===== config.mk =====
export PLATFORM = sky130hd
export DESIGN_NAME = ppsa_ctrl
export DESIGN_NICKNAME = d
export VERILOG_FILES = /design/src/ppsa_pkg.sv /design/src/ppsa_ctrl.sv
export SDC_FILE = /design/constraint.sdc
export NUM_CORES = 1
export LEC_CHECK = 0
export BUFFER_PORTS_ARGS = -buffer_cell sky130_fd_sc_hd__buf_2
export CORE_AREA = 8 8 45 47
export DETAILED_ROUTE_END_ITERATION = 10
export DIE_AREA = 0 0 53 55
export PLACE_DENSITY_LB_ADDON = 0.25
export REMOVE_ABC_BUFFERS = 1
export SKIP_LAST_GASP = 1
export SYNTH_ARGS = -nofsm -noshare
export SYNTH_HDL_FRONTEND = slang
export SYNTH_SLANG_ARGS = --single-unit

===== constraint.sdc =====
create_clock -name clk -period 1.4 [get_ports clk]
set_clock_uncertainty 0.2 [all_clocks]
set_input_delay 0.14 -clock clk [delete_from_list [all_inputs] [get_ports clk]]
set_output_delay 0.14 -clock clk [all_outputs]
set_load 0.005 [all_outputs]

===== src/ppsa_pkg.sv =====
package ppsa_pkg;

  // Field widths fixed by the request and result formats
  localparam int OP_W     = 3;
  localparam int ADDR_W   = 32;
  localparam int CNT13_W  = 13;
  localparam int STATUS_W = 2;
  localparam int PAGE_SH  = 12;
  localparam int FRAME20  = ADDR_W - PAGE_SH;
  localparam int PAGES_W  = FRAME20 + 1;

  // Opcodes
  localparam logic [OP_W-1:0] OP_GET     = 3'd0;
  localparam logic [OP_W-1:0] OP_PUT     = 3'd1;
  localparam logic [OP_W-1:0] OP_RESERVE = 3'd2;
  localparam logic [OP_W-1:0] OP_GETRES  = 3'd3;
  localparam logic [OP_W-1:0] OP_REGION  = 3'd4;

  // Result status codes
  localparam logic [STATUS_W-1:0] STS_OK    = 2'd0;
  localparam logic [STATUS_W-1:0] STS_EMPTY = 2'd1;
  localparam logic [STATUS_W-1:0] STS_DROP  = 2'd2;

  // Commands from the controller to the datapath
  typedef struct packed {
    logic load;
    logic exec;
    logic pop_emit;
    logic walk;
  } ppsa_cmd_t;

  // Status from the datapath to the controller
  typedef struct packed {
    logic pop_go;
    logic walk_go;
    logic walk_done;
  } ppsa_sts_t;

endpackage


===== src/ppsa_ctrl.sv =====
module ppsa_ctrl (
  input  logic                clk,
  input  logic                rst_n,
  input  logic                start,
  input  ppsa_pkg::ppsa_sts_t sts,
  output logic                busy,
  output ppsa_pkg::ppsa_cmd_t cmd
);
  import ppsa_pkg::*;

  typedef enum logic [3:0] {
    S_IDLE = 4'b0001,
    S_EXEC = 4'b0010,
    S_POP  = 4'b0100,
    S_WALK = 4'b1000
  } ppsa_state_t;

  ppsa_state_t state_r, state_nxt;

  // Sequence one request: decode, optional memory read, optional page walk
  always_comb begin
    state_nxt    = state_r;
    cmd          = '0;
    case (state_r)
      S_IDLE: begin
        if (start) begin
          cmd.load  = 1'b1;
          state_nxt = S_EXEC;
        end
      end
      S_EXEC: begin
        cmd.exec = 1'b1;
        if (sts.pop_go) begin
          state_nxt = S_POP;
        end else if (sts.walk_go) begin
          state_nxt = S_WALK;
        end else begin
          state_nxt = S_IDLE;
        end
      end
      S_POP: begin
        cmd.pop_emit = 1'b1;
        state_nxt    = S_IDLE;
      end
      S_WALK: begin
        cmd.walk = 1'b1;
        if (sts.walk_done) begin
          state_nxt = S_IDLE;
        end
      end
      default: begin
        state_nxt = S_IDLE;
      end
    endcase
  end

  assign busy = (state_r != S_IDLE);

  always_ff @(posedge clk) begin
    if (!rst_n) begin
      state_r <= S_IDLE;
    end else begin
      state_r <= state_nxt;
    end
  end

  // A pop always goes back to idle right after its read
  a_pop_then_idle: assert property (@(posedge clk) disable iff (!rst_n)
    state_r == S_POP |=> state_r == S_IDLE)
    else $error("pop state did not return to idle");

  // Accepting a request always leads into decode
  a_accept_exec: assert property (@(posedge clk) disable iff (!rst_n)
    (state_r == S_IDLE && start) |=> state_r == S_EXEC)
    else $error("accepted request not decoded");

  // A walk only starts from decode
  a_walk_entry: assert property (@(posedge clk) disable iff (!rst_n)
    $rose(state_r == S_WALK) |-> $past(state_r == S_EXEC))
    else $error("walk entered from wrong state");

endmodule


**Yosys cells after proc, flatten, opt, wreduce, memory -nomap -nowiden**

Index checks and enable logic that the tools add are counted.

- Add/sub/neg operators: 0
- $mul: 0
- Divide/modulo/power cells: 0
- Magnitude comparators: 0
- Equal/unequal tests: 7
- Shift operators: 0
- Mux-type cells: 10
- Bitwise gates (word level): 0
- Reduce and logical (&&, ||, !) cells: 1

Operator list:

| operator | count |
|---|---|
| 4-bit two-way mux | 4 |
| 4-bit case mux with 3 select lines | 1 |
| 1-bit two-way mux | 5 |
| 4-bit by 1-bit equality test with 1-bit output, second input constant | 1 |
| 4-bit by 2-bit equality test with 1-bit output, second input constant | 1 |
| 4-bit by 3-bit equality test with 1-bit output, second input constant | 1 |
| 4-bit equality test, second input constant | 1 |
| 2-bit inequality test, second input constant | 2 |
| 4-bit by 1-bit inequality test with 1-bit output, second input constant | 1 |
| 2-bit AND reduction | 1 |

- Register bits: 4
- Latch bits: 0
- RAM bits: 0
- Bits in read-only memories: 0
- Input port bits: 6
- Output and inout port bits: 5
- Word-level logic and storage cells: 19
- Memories kept: 0

**Logic depth before layout (Yosys ltp)**

Gate-level depths: netlist of run 1.

- Depth in word-level cells: 3
- Gate-level depth with buffers: 4

**Least setup slack after synthesis of run 1**

Ideal clock, no wire load.

- Path kind: register -> register
- From: reg state_r[2]
- To: reg state_r[1]
- Setup time: 0.116 ns
- Arrival time: 1.208 ns
- Required time: 1.084 ns
- Path slack: -0.124 ns
- Cell stages (with the launch flop): 4
- Buffers on the path: 0
- Cell sequence: dfxtp_1 -> or4b_4 -> o21a_1 -> o211a_1

- Cells in the longest elaborated chain, start to end: 3
- Elaborated cells between the ends (all ways): 7
- Classes of those cells: eq/ne: 5; mux: 1; reduce/logical: 1

Ends and longest elaborated chain:

| item | line | text |
|---|---|---|
| start, declared | ppsa_ctrl.sv:18 | `ppsa_state_t state_r, state_nxt;` |
| start signal, assigned | ppsa_ctrl.sv:63 | `state_r <= state_nxt;` |
| 4-bit equality test or 4-bit by 1-bit equality test with 1-bit output (tied branches) | ppsa_ctrl.sv:24 | `case (state_r)` |
| 2-bit inequality test (no source line) | -- |  |
| 2-bit AND reduction (no source line) | -- |  |

Several ways; a longest one is shown, not always the timed one.
A chain may end at the register's enable or synchronous reset.

==> metrics, run 1 <==
final count of negative-setup-slack endpoints 7; CTS Buf Count 3; Leak 0.195 nW; CP Launch Point state_r[2]$_SDFFE_PN0P_; FMAX 0.606 GHz; CP Class reg2out; CP max FO 4; Hold WS 0.0565 ns; Via density 4.23; clk buf depth 2; final setup TNS -1.40 ns; 1st-pass router iterations 2; Syn Area/Cell 9.08 um2; Max Slew Vio Count 0; wire length on met1 266 um; Hold Crit Class in2reg; power per cell area 944 nW/um2; die area 2920 um2; WL/cell 11.5 um; H-tree Lvls 1; Register Area 85.1 um2; largest net degree at the start of global routing 6; Total Nets Final 49; Biggest register state_r; root buffer cell clkbuf_4; post-synthesis cell type count 15; Die H 55 um; number of DRC markers in iteration 0 3; CP endpoint kind primary output; Synth Register Bits 4; placed cells 49; Max-cap violations 0; worst-margin pin slew 0.264 ns; Final Hold Fails 0; Detail Placement HPWL 435 um; peak per-stage delay on the critical path 0.55 ns; biggest regs state_r x4; GR Util All Layers 5.58%; Worst path slowest cell or4b_4; routed wire length 658 um; Synth area leader dfxtp_1; Syn. warnings 0; routability cong. 0.737; Crit Reg-Reg Startpoint state_r[0]$_SDFFE_PN1P_; io pins 11; worst hold start sts[0]; Syn Inst Count 23; total number of vias 241; share of cells above drive strength 1 65.9%; area growth from synthesis to layout 88.0%; number of global-route vias before repair 279; Starting Density 15.1%; site row count 14; final cell count without fillers 57; max reg flops 4; failing checks negative setup slack; sequential share of the synthesized area 38.3%; met2 wire length 339 um; crit-path cells or4b_4, nor2_1, buf_2; crit path DAT 1.31 ns; Setup WS post-layout -0.250 ns; crit start category flip-flop; post-route clock period utilization 118%; synthesized area 209 um2; CTS tree built; Synth top area share 38.3%; RSZ-0062 raised after global routing yes; Worst IR Drop VDD 0.466 mV; status finished, violations left; area of the multi-input gates 131 um2; synth top area cells dfxtp_1, or4b_1, inv_1; Inserted Diodes 0; clock-pin transition on the worst setup and hold timing paths 0.04 ns; slew margin rel. 82.2%; critical path required time 1.06 ns; die width 53 um; Port Buf Inserts 10; drt drc 0; antenna viol nets, final 0; total clock sinks 4; worst skew pair latency 0.23 ns; Met3 Wirelength 51 um; first-pass GRT wire length 1150 um; min Tclk post-route 1.65 ns; total core area 1380 um2; grt total ovfl 0; # fillers 151; Top Layer Used met3; initial antenna violation count 0
==> stage by stage <==
| step | cell area, um2 | power [mW] | util [%] | worst slack [ns] |
|---|---|---|---|---|
| 2_1_floorplan | 205 | 0.163 | - | -0.124 |
| 3_3_place_gp | 283 | 0.198 | 20.4 | -0.163 |
| 3_5_place_dp | 283 | 0.196 | 20.4 | -0.172 |
| 4_1_cts | 372 | 0.373 | 26.9 | -0.271 |
| 5_1_grt | 393 | 0.404 | 28.4 | -0.311 |
| 6_report | 393 | 0.371 | 28.4 | -0.250 |
==> cell type report <==
cell class,instances,share of cell area [%]
multi-input combinational,14,33.4
timing repair buffer,16,30.3
sequential,4,21.7
clock buffer,3,5.73
tap,16,5.10
inverter,4,3.82
==> routing by layer <==
layer  vias up  track usage [%]
met5         -                0
met4         0             2.59
met3         0             4.81
met2         6             9.38
met1       113             4.57
li1        122                -
==> cell families (layout without fill, tap and decap cells) <==
kind of cell | Yosys count | after routing | share of synthesized area (%)
AND/OR/NAND/NOR | 8 | 8 | 29.9
AO/OA/AOI/OAI | 6 | 6 | 22.8
buffers and inverters | 5 | 23 | 8.98
flip-flops | 4 | 4 | 38.3
==> worst max-delay path, delay by kind of cell, from the launching register on <==
family                 cells  cell delay (ns)
AND/OR/NAND/NOR            2             0.64
flip-flops                 1             0.32
buffers and inverters      1             0.11
==> cells in the final DEF (no fill, tap or decap), drive strengths merged <==
master	n
buf	13
dfxtp	4
inv	4
or4b	3
clkbuf	3
dlygate4sd3	3
nor2	2
nor4b	1
o21a	1
o21ai	1
o211a	1
o221ai	1
o211ai	1
and3	1
o32ai	1
and2	1
==> report_power, final <==
group | internal (mW) | switching, mW | leakage [nW]
combinational | 0.0597 | 0.0376 | 0.147
clock | 0.0956 | 0.0430 | 0.0138
sequential | 0.125 | 0.00971 | 0.0338
==> synthesized netlist by cell type <==
cell / number
o221ai_1: 1
and3_1: 1
and2_1: 1
o21ai_0: 1
nor4b_1: 1
o211a_1: 1
clkbuf_1: 1
dfxtp_1: 4
nor2_1: 2
inv_1: 4
o21a_1: 1
o211ai_1: 1
or4b_1: 2
o32ai_1: 1
or4b_4: 1
==> path summary, 6_finish.rpt <==
check,to,slack (ns),cells past startpoint
setup / recovery,cmd[3],-0.25,3
hold / removal,state_r[0]$_SDFFE_PN1P_,0.06,3
setup reg to reg,state_r[1]$_SDFFE_PN0P_,-0.20,3
hold reg to reg,state_r[1]$_SDFFE_PN0P_,0.44,2
==> repair_timing <==
action | CTS | global route
resized for setup | 8 | 5
setup buffers | 1 | 1
endpoints found under the setup margin | 7 | 9
endpoints found under the hold margin | 4 | 0
pin swaps | 3 | 3
hold buffers | 3 | 0
Note: power is estimated with default switching activity, not from simulation.
==> run 2: changes to the inputs <==
--- a/config.mk
+++ b/config.mk
@@ -5,7 +5,7 @@
 export SDC_FILE = /design/constraint.sdc
 export NUM_CORES = 1
 export LEC_CHECK = 0
-export BUFFER_PORTS_ARGS = -buffer_cell sky130_fd_sc_hd__buf_2
+export BUFFER_PORTS_ARGS = -buffer_cell sky130_fd_sc_hd__clkbuf_2
 export CORE_AREA = 8 8 45 47
 export DETAILED_ROUTE_END_ITERATION = 10
 export DIE_AREA = 0 0 53 55
==> constraint.sdc (replaced) <==
create_clock -name clk -period 1.4 [get_ports clk]
set_clock_uncertainty 0.2 [all_clocks]
set_input_delay 0.14 -clock clk [delete_from_list [all_inputs] [get_ports clk]]
set_output_delay 0.14 -clock clk [all_outputs]
set_load 0.02 [all_outputs]
==> run 2 against run 1 <==
The run still ends with negative setup slack left. Register-to-register slack worse by 0.03 ns. Non-clock buffer count up 2. Maximum frequency down 2.6%. Final cell count up 3.5%. Global-route usage down 0.43 points. Worst setup slack worse by 0.045 ns. Combinational power up 28%. Critical path depth unchanged. Sequential share of layout area down 2.0 points. Clock power up 4%. Sequential power about the same. Hold slack better by 0.0099 ns. Critical path type unchanged. Critical endpoint unchanged. Largest cell class is now non-clock buffers. Largest power group unchanged.
==> metrics, run 2 (same netlist as run 1, synthesis figures left out) <==
status finished, violations left; failing checks negative setup slack; grt total ovfl 0; CP max FO 4; clk buf depth 2; FF-to-FF setup slack -0.23 ns; placed cells 49; Die H 55 um; site row count 14; worst skew pair latency 0.23 ns; power per cell area 947 nW/um2; Crit Reg-Reg Startpoint state_r[0]$_SDFFE_PN1P_; total core area 1380 um2; total clock sinks 4; slew margin rel. 84.3%; post-route clock period utilization 121%; most common cell after layout, fill and taps aside clkbuf_2; Worst IR Drop VDD 0.385 mV; share of cells above drive strength 1 67.4%; Port Buf Inserts 10; Max-cap violations 0; routability cong. 0.674; worst-margin pin slew 0.232 ns; Leak 0.208 nW; biggest regs state_r x4; first-pass GRT wire length 1080 um; final cell count without fillers 59; clock-pin transition on the worst setup and hold timing paths 0.04 ns; CP Launch Point state_r[2]$_SDFFE_PN0P_; H-tree Lvls 1; total number of vias 251; Inserted Diodes 0; RR Endpoint state_r[0]$_SDFFE_PN1P_; die width 53 um; Hold Crit Class in2reg; critical path required time 1.06 ns; FMAX 0.590 GHz; CTS Buf Count 3; CTS tree built; worst r2r path cells 4; initial antenna violation count 0; antenna viol nets, final 0; Register Area 83.8 um2; Final Hold Fails 0; number of global-route vias before repair 268; die area 2920 um2; CP endpoint kind primary output; crit start category flip-flop; crit path DAT 1.36 ns; largest net degree at the start of global routing 6; Hold WS 0.0664 ns; WL/cell 11.9 um; dpl ws -0.164 ns; Detail Placement HPWL 443 um; area growth from synthesis to layout 104%; CP Capture Point cmd[3]; io pins 11; drt drc 0; Max Slew Vio Count 0; Setup WS post-layout -0.295 ns; post-route design area 425 um2; Total Nets Final 51; root buffer cell clkbuf_4; min Tclk post-route 1.70 ns; RSZ-0062 raised after global routing yes; area of the multi-input gates 134 um2; CP Class reg2out; Placed Instance Area 283 um2; 1st-pass router iterations 2; # fillers 152; Starting Density 15.1%; GR Util All Layers 5.14%; max reg flops 4; Via density 4.25; Biggest register state_r; routed wire length 702 um; most frequent cells in the layout clkbuf_2, clkbuf_4, buf_6; number of DRC markers in iteration 0 3; final count of negative-setup-slack endpoints 7
[run 2: cell count changes in the layout (fill, tap and decap cells not counted), sizes merged]
| cell | previous run | this run |
|---|---|---|
| buf | 13 | 9 |
| clkbuf | 3 | 9 |
[run 2: how the worst min path moves through the flow]
stage / from / endpoint / slack [ns] / cells after the start
after floorplan: rst_n / state_r[0]$_SDFFE_PN1P_ / 0.03 / 1
after global placement: rst_n / state_r[0]$_SDFFE_PN1P_ / 0.17 / 2
after detailed placement: rst_n / state_r[0]$_SDFFE_PN1P_ / 0.18 / 2
after CTS: sts[0] / state_r[3]$_SDFFE_PN0P_ / 0.06 / 3
after global routing: sts[0] / state_r[3]$_SDFFE_PN0P_ / 0.09 / 3
final: start / state_r[1]$_SDFFE_PN0P_ / 0.07 / 3
[run 2: cell type report]
type / instances / share of cell area, %
sequential: 4 / 19.7
clock buffer: 3 / 5.29
tap: 16 / 4.71
multi-input combinational: 14 / 31.5
timing repair buffer: 18 / 35.3
inverter: 4 / 3.53
[run 2: what timing repair did]
| action | 4_1_cts | 5_1_grt |
|---|---|---|
| setup endpoints to repair | 9 | 8 |
| hold buffers | 3 | 0 |
| setup buffers | 2 | 2 |
| pin swaps | 4 | 4 |
| resized for setup | 13 | 10 |
| endpoints found under the hold margin | 4 | 0 |
[run 2: layer usage]
| metal | GRT usage [%] | up-vias | wire (um) |
|---|---|---|---|
| met5 | 0 | - | 0 |
| li1 | - | 125 | - |
| met4 | 2.59 | 0 | 0 |
| met3 | 3.21 | 0 | 54 |
| met1 | 5.18 | 120 | 290 |
| met2 | 8.20 | 6 | 357 |
[run 2: per-stage QoR]
step / total power [mW] / setup TNS (ns) / utilization (%)
final: 0.403 / -1.65 / 30.7
after global routing: 0.430 / -2.04 / 30.7
after CTS: 0.403 / -1.72 / 28.5
after detailed placement: 0.212 / -0.780 / 20.4
after global placement: 0.213 / -0.827 / 20.4
after floorplan: 0.177 / -0.640 / -
[run 2: worst max-delay path, cell delays in order (launching register included)]
cell,delay [ns]
dfxtp_2,0.32
or4b_4,0.56
nor2_2,0.11
buf_6,0.12
[run 2: power breakdown]
group,internal (mW),total [mW],leakage (nW),switching (mW)
clock network,0.0960,0.144,0.0138,0.0484
registers,0.125,0.134,0.0333,0.00921
logic,0.0697,0.124,0.161,0.0543
total,0.291,0.403,0.208,0.112
==> run 3: changes to the inputs <==
--- a/config.mk
+++ b/config.mk
@@ -5,11 +5,12 @@
 export SDC_FILE = /design/constraint.sdc
 export NUM_CORES = 1
 export LEC_CHECK = 0
+export ABC_AREA = 1
 export BUFFER_PORTS_ARGS = -buffer_cell sky130_fd_sc_hd__clkbuf_2
 export CORE_AREA = 8 8 45 47
 export DETAILED_ROUTE_END_ITERATION = 10
 export DIE_AREA = 0 0 53 55
-export PLACE_DENSITY_LB_ADDON = 0.25
+export PLACE_DENSITY = 0.49
 export REMOVE_ABC_BUFFERS = 1
 export SKIP_LAST_GASP = 1
 export SYNTH_ARGS = -nofsm -noshare
==> run 3 against run 2 <==
The run now ends clean. Total power is 4.9% lower. Area after synthesis is 11% higher. Register-to-register slack better by 0.37 ns. Maximum frequency is 22% higher. Non-clock buffer count is 2 lower. Sequential share of layout area is 0.29 points higher. Global-route usage is 0.43 points higher. Highest routed layer is now met4.
==> metrics, run 3 <==
status finished clean; CP Class reg2out; final count of negative-setup-slack endpoints 0; root buffer cell clkbuf_4; most frequent cells in the layout inv_1, clkbuf_2, nand3_1, buf_4; clock-pin transition on the worst setup and hold timing paths 0.04 ns; routability cong. 0.717; Max-cap violations 0; largest net degree at the start of global routing 5; Biggest register state_r; sequential share of power 34.8%; crit-path cells inv_2, nor2_4, nand2_4, nor2_4, buf_6; CTS tree built; worst skew pair latency 0.24 ns; number of DRC markers in iteration 0 6; Via density 4.06; initial antenna violation count 0; antenna viol nets, final 0; Leak 0.224 nW; critical path required time 1.06 ns; Synth Register Bits 4; worst-margin pin slew 0.192 ns; CP max FO 4; clk buf depth 2; Starting Density 16.7%; power per cell area 827 nW/um2; Synth area leader dfxtp_1; site row count 14; 1st-pass router iterations 3; routed wire length 708 um; cell family with most CP delay flip-flops; Placed Instance Area 309 um2; min Tclk post-route 1.39 ns; Port Buf Inserts 10; crit path buf inv count 2; cell depth of the worst hold path 4; Max Slew Vio Count 0; slew margin rel. 87.1%; Clock Power Share 37.5%; Syn. warnings 0; placed cells 64; Switching Fraction 30.6%; total core area 1380 um2; CP dominant cell by count nor2_4; CP endpoint kind primary output; post-route clock period utilization 99.1%; EDFF count, synth 0; final cell count without fillers 72; Worst IR Drop VDD 0.266 mV; share of cells above drive strength 1 60.7%; synthesized area 231 um2; RSZ-0062 raised after global routing yes; synth top area cells dfxtp_1, inv_1, nor2_1; max reg flops 4; Syn Inst Count 37; area growth from synthesis to layout 100%; crit path DAT 1.05 ns; Hold Crit Class in2reg; Inserted Diodes 0; Post-synth top flop dfxtp_1; Worst path slowest cell dfxtp_4; crit start category flip-flop; commonest cells in the synthesized netlist inv_1, nor2_1, nand2_1, nand3_1, dfxtp_1; Final Hold Fails 0; Pint 0.266 mW; post-route design area 463 um2; die width 53 um; peak per-stage delay on the critical path 0.38 ns; drt drc 0; Syn Area/Cell 6.26 um2; Detail Placement HPWL 484 um; grt total ovfl 0; Gate power share 27.7%; biggest regs state_r x4; total clock sinks 4; fraction of registers with async set or reset after synthesis 0%; GR Util All Layers 5.58%; total number of vias 292; WL/cell 9.83 um; worst r2r path cells 6; CTS Buf Count 3; switching power 0.117 mW; Total Nets Final 64; post-synthesis cell type count 10; number of global-route vias before repair 299; Critical Path Stages 5; H-tree Lvls 1; Die H 55 um; Synth top area share 34.6%; first-pass GRT wire length 1080 um; FMAX 0.720 GHz; io pins 11; most common cell in the netlist inv_1; sequential share of the synthesized area 34.6%; die area 2920 um2
==> run 3: power groups by stage <==
stage / Sequential (mW) / Combinational, mW / Clock [mW]
floorplan: 0.127 / 0.0457 / 0
global placement: 0.128 / 0.0683 / 0
detailed placement: 0.128 / 0.0687 / 0
CTS: 0.131 / 0.0916 / 0.147
global route: 0.135 / 0.116 / 0.161
finish: 0.133 / 0.106 / 0.143
==> run 3: layout make-up <==
| class | count | area (um2) |
|---|---|---|
| clock buffers | 3 | 22.5 |
| fillers | 152 | 921 |
| inverters | 10 | 37.5 |
| multi-input cells | 23 | 166 |
| flip-flops and latches | 4 | 92.6 |
| well taps | 16 | 20.0 |
| repair buffers | 16 | 124 |
==> run 3: what timing repair did <==
| item | 4_1_cts | 5_1_grt |
|---|---|---|
| gates resized for setup | 17 | 16 |
| setup endpoints to repair | 4 | 4 |
| endpoints found under the hold margin | 4 | 0 |
| hold buffers | 3 | 0 |
| pin swaps | 5 | 4 |
| buffers inserted | 1 | 1 |
==> run 3: worst paths after layout <==
path | end | slack [ns] | start
min reg2reg | state_r[2]$_SDFFE_PN0P_ | 0.35 | state_r[3]$_SDFFE_PN0P_
min | state_r[3]$_SDFFE_PN0P_ | 0.04 | sts[0]
max | cmd[3] | 0.01 | state_r[0]$_SDFFE_PN1P_
max reg2reg | state_r[0]$_SDFFE_PN1P_ | 0.14 | state_r[2]$_SDFFE_PN0P_
==> run 3: cell families after synthesis <==
group           count (synthesis)  synth area share [%]
compound gates                  1                  2.16
buf+inv                        10                  16.2
flops                           4                  34.6
simple gates                   22                  47.0
==> run 3: worst register-to-register path: cells and delay by family (launching register included) <==
family | cells | cell delay (ns)
buf+inv | 2 | 0.23
flops | 1 | 0.35
simple gates | 4 | 0.37
==> run 3: through the flow <==
| stage | setup WS (ns) | hold WS (ns) | power [mW] | setup TNS (ns) | util [%] |
|---|---|---|---|---|---|
| floorplan | -0.0175 | 0.0851 | 0.173 | -0.0175 | - |
| global placement | 0.155 | 0.197 | 0.196 | 0 | 22.3 |
| detailed placement | 0.141 | 0.203 | 0.197 | 0 | 22.3 |
| CTS | -0.0309 | 0.0278 | 0.369 | -0.0739 | 29.8 |
| global route | -0.0623 | 0.0402 | 0.412 | -0.169 | 33.5 |
| finish | 0.0120 | 0.0380 | 0.383 | 0 | 33.5 |
==> run 3: per-layer routing <==
| metal | wire (um) | track usage [%] | up-vias |
|---|---|---|---|
| li1 | - | - | 151 |
| met1 | 260 | 4.87 | 130 |
| met2 | 383 | 7.62 | 9 |
| met3 | 36 | 1.87 | 2 |
| met4 | 27 | 10.3 | 0 |
| met5 | 0 | 0 | - |
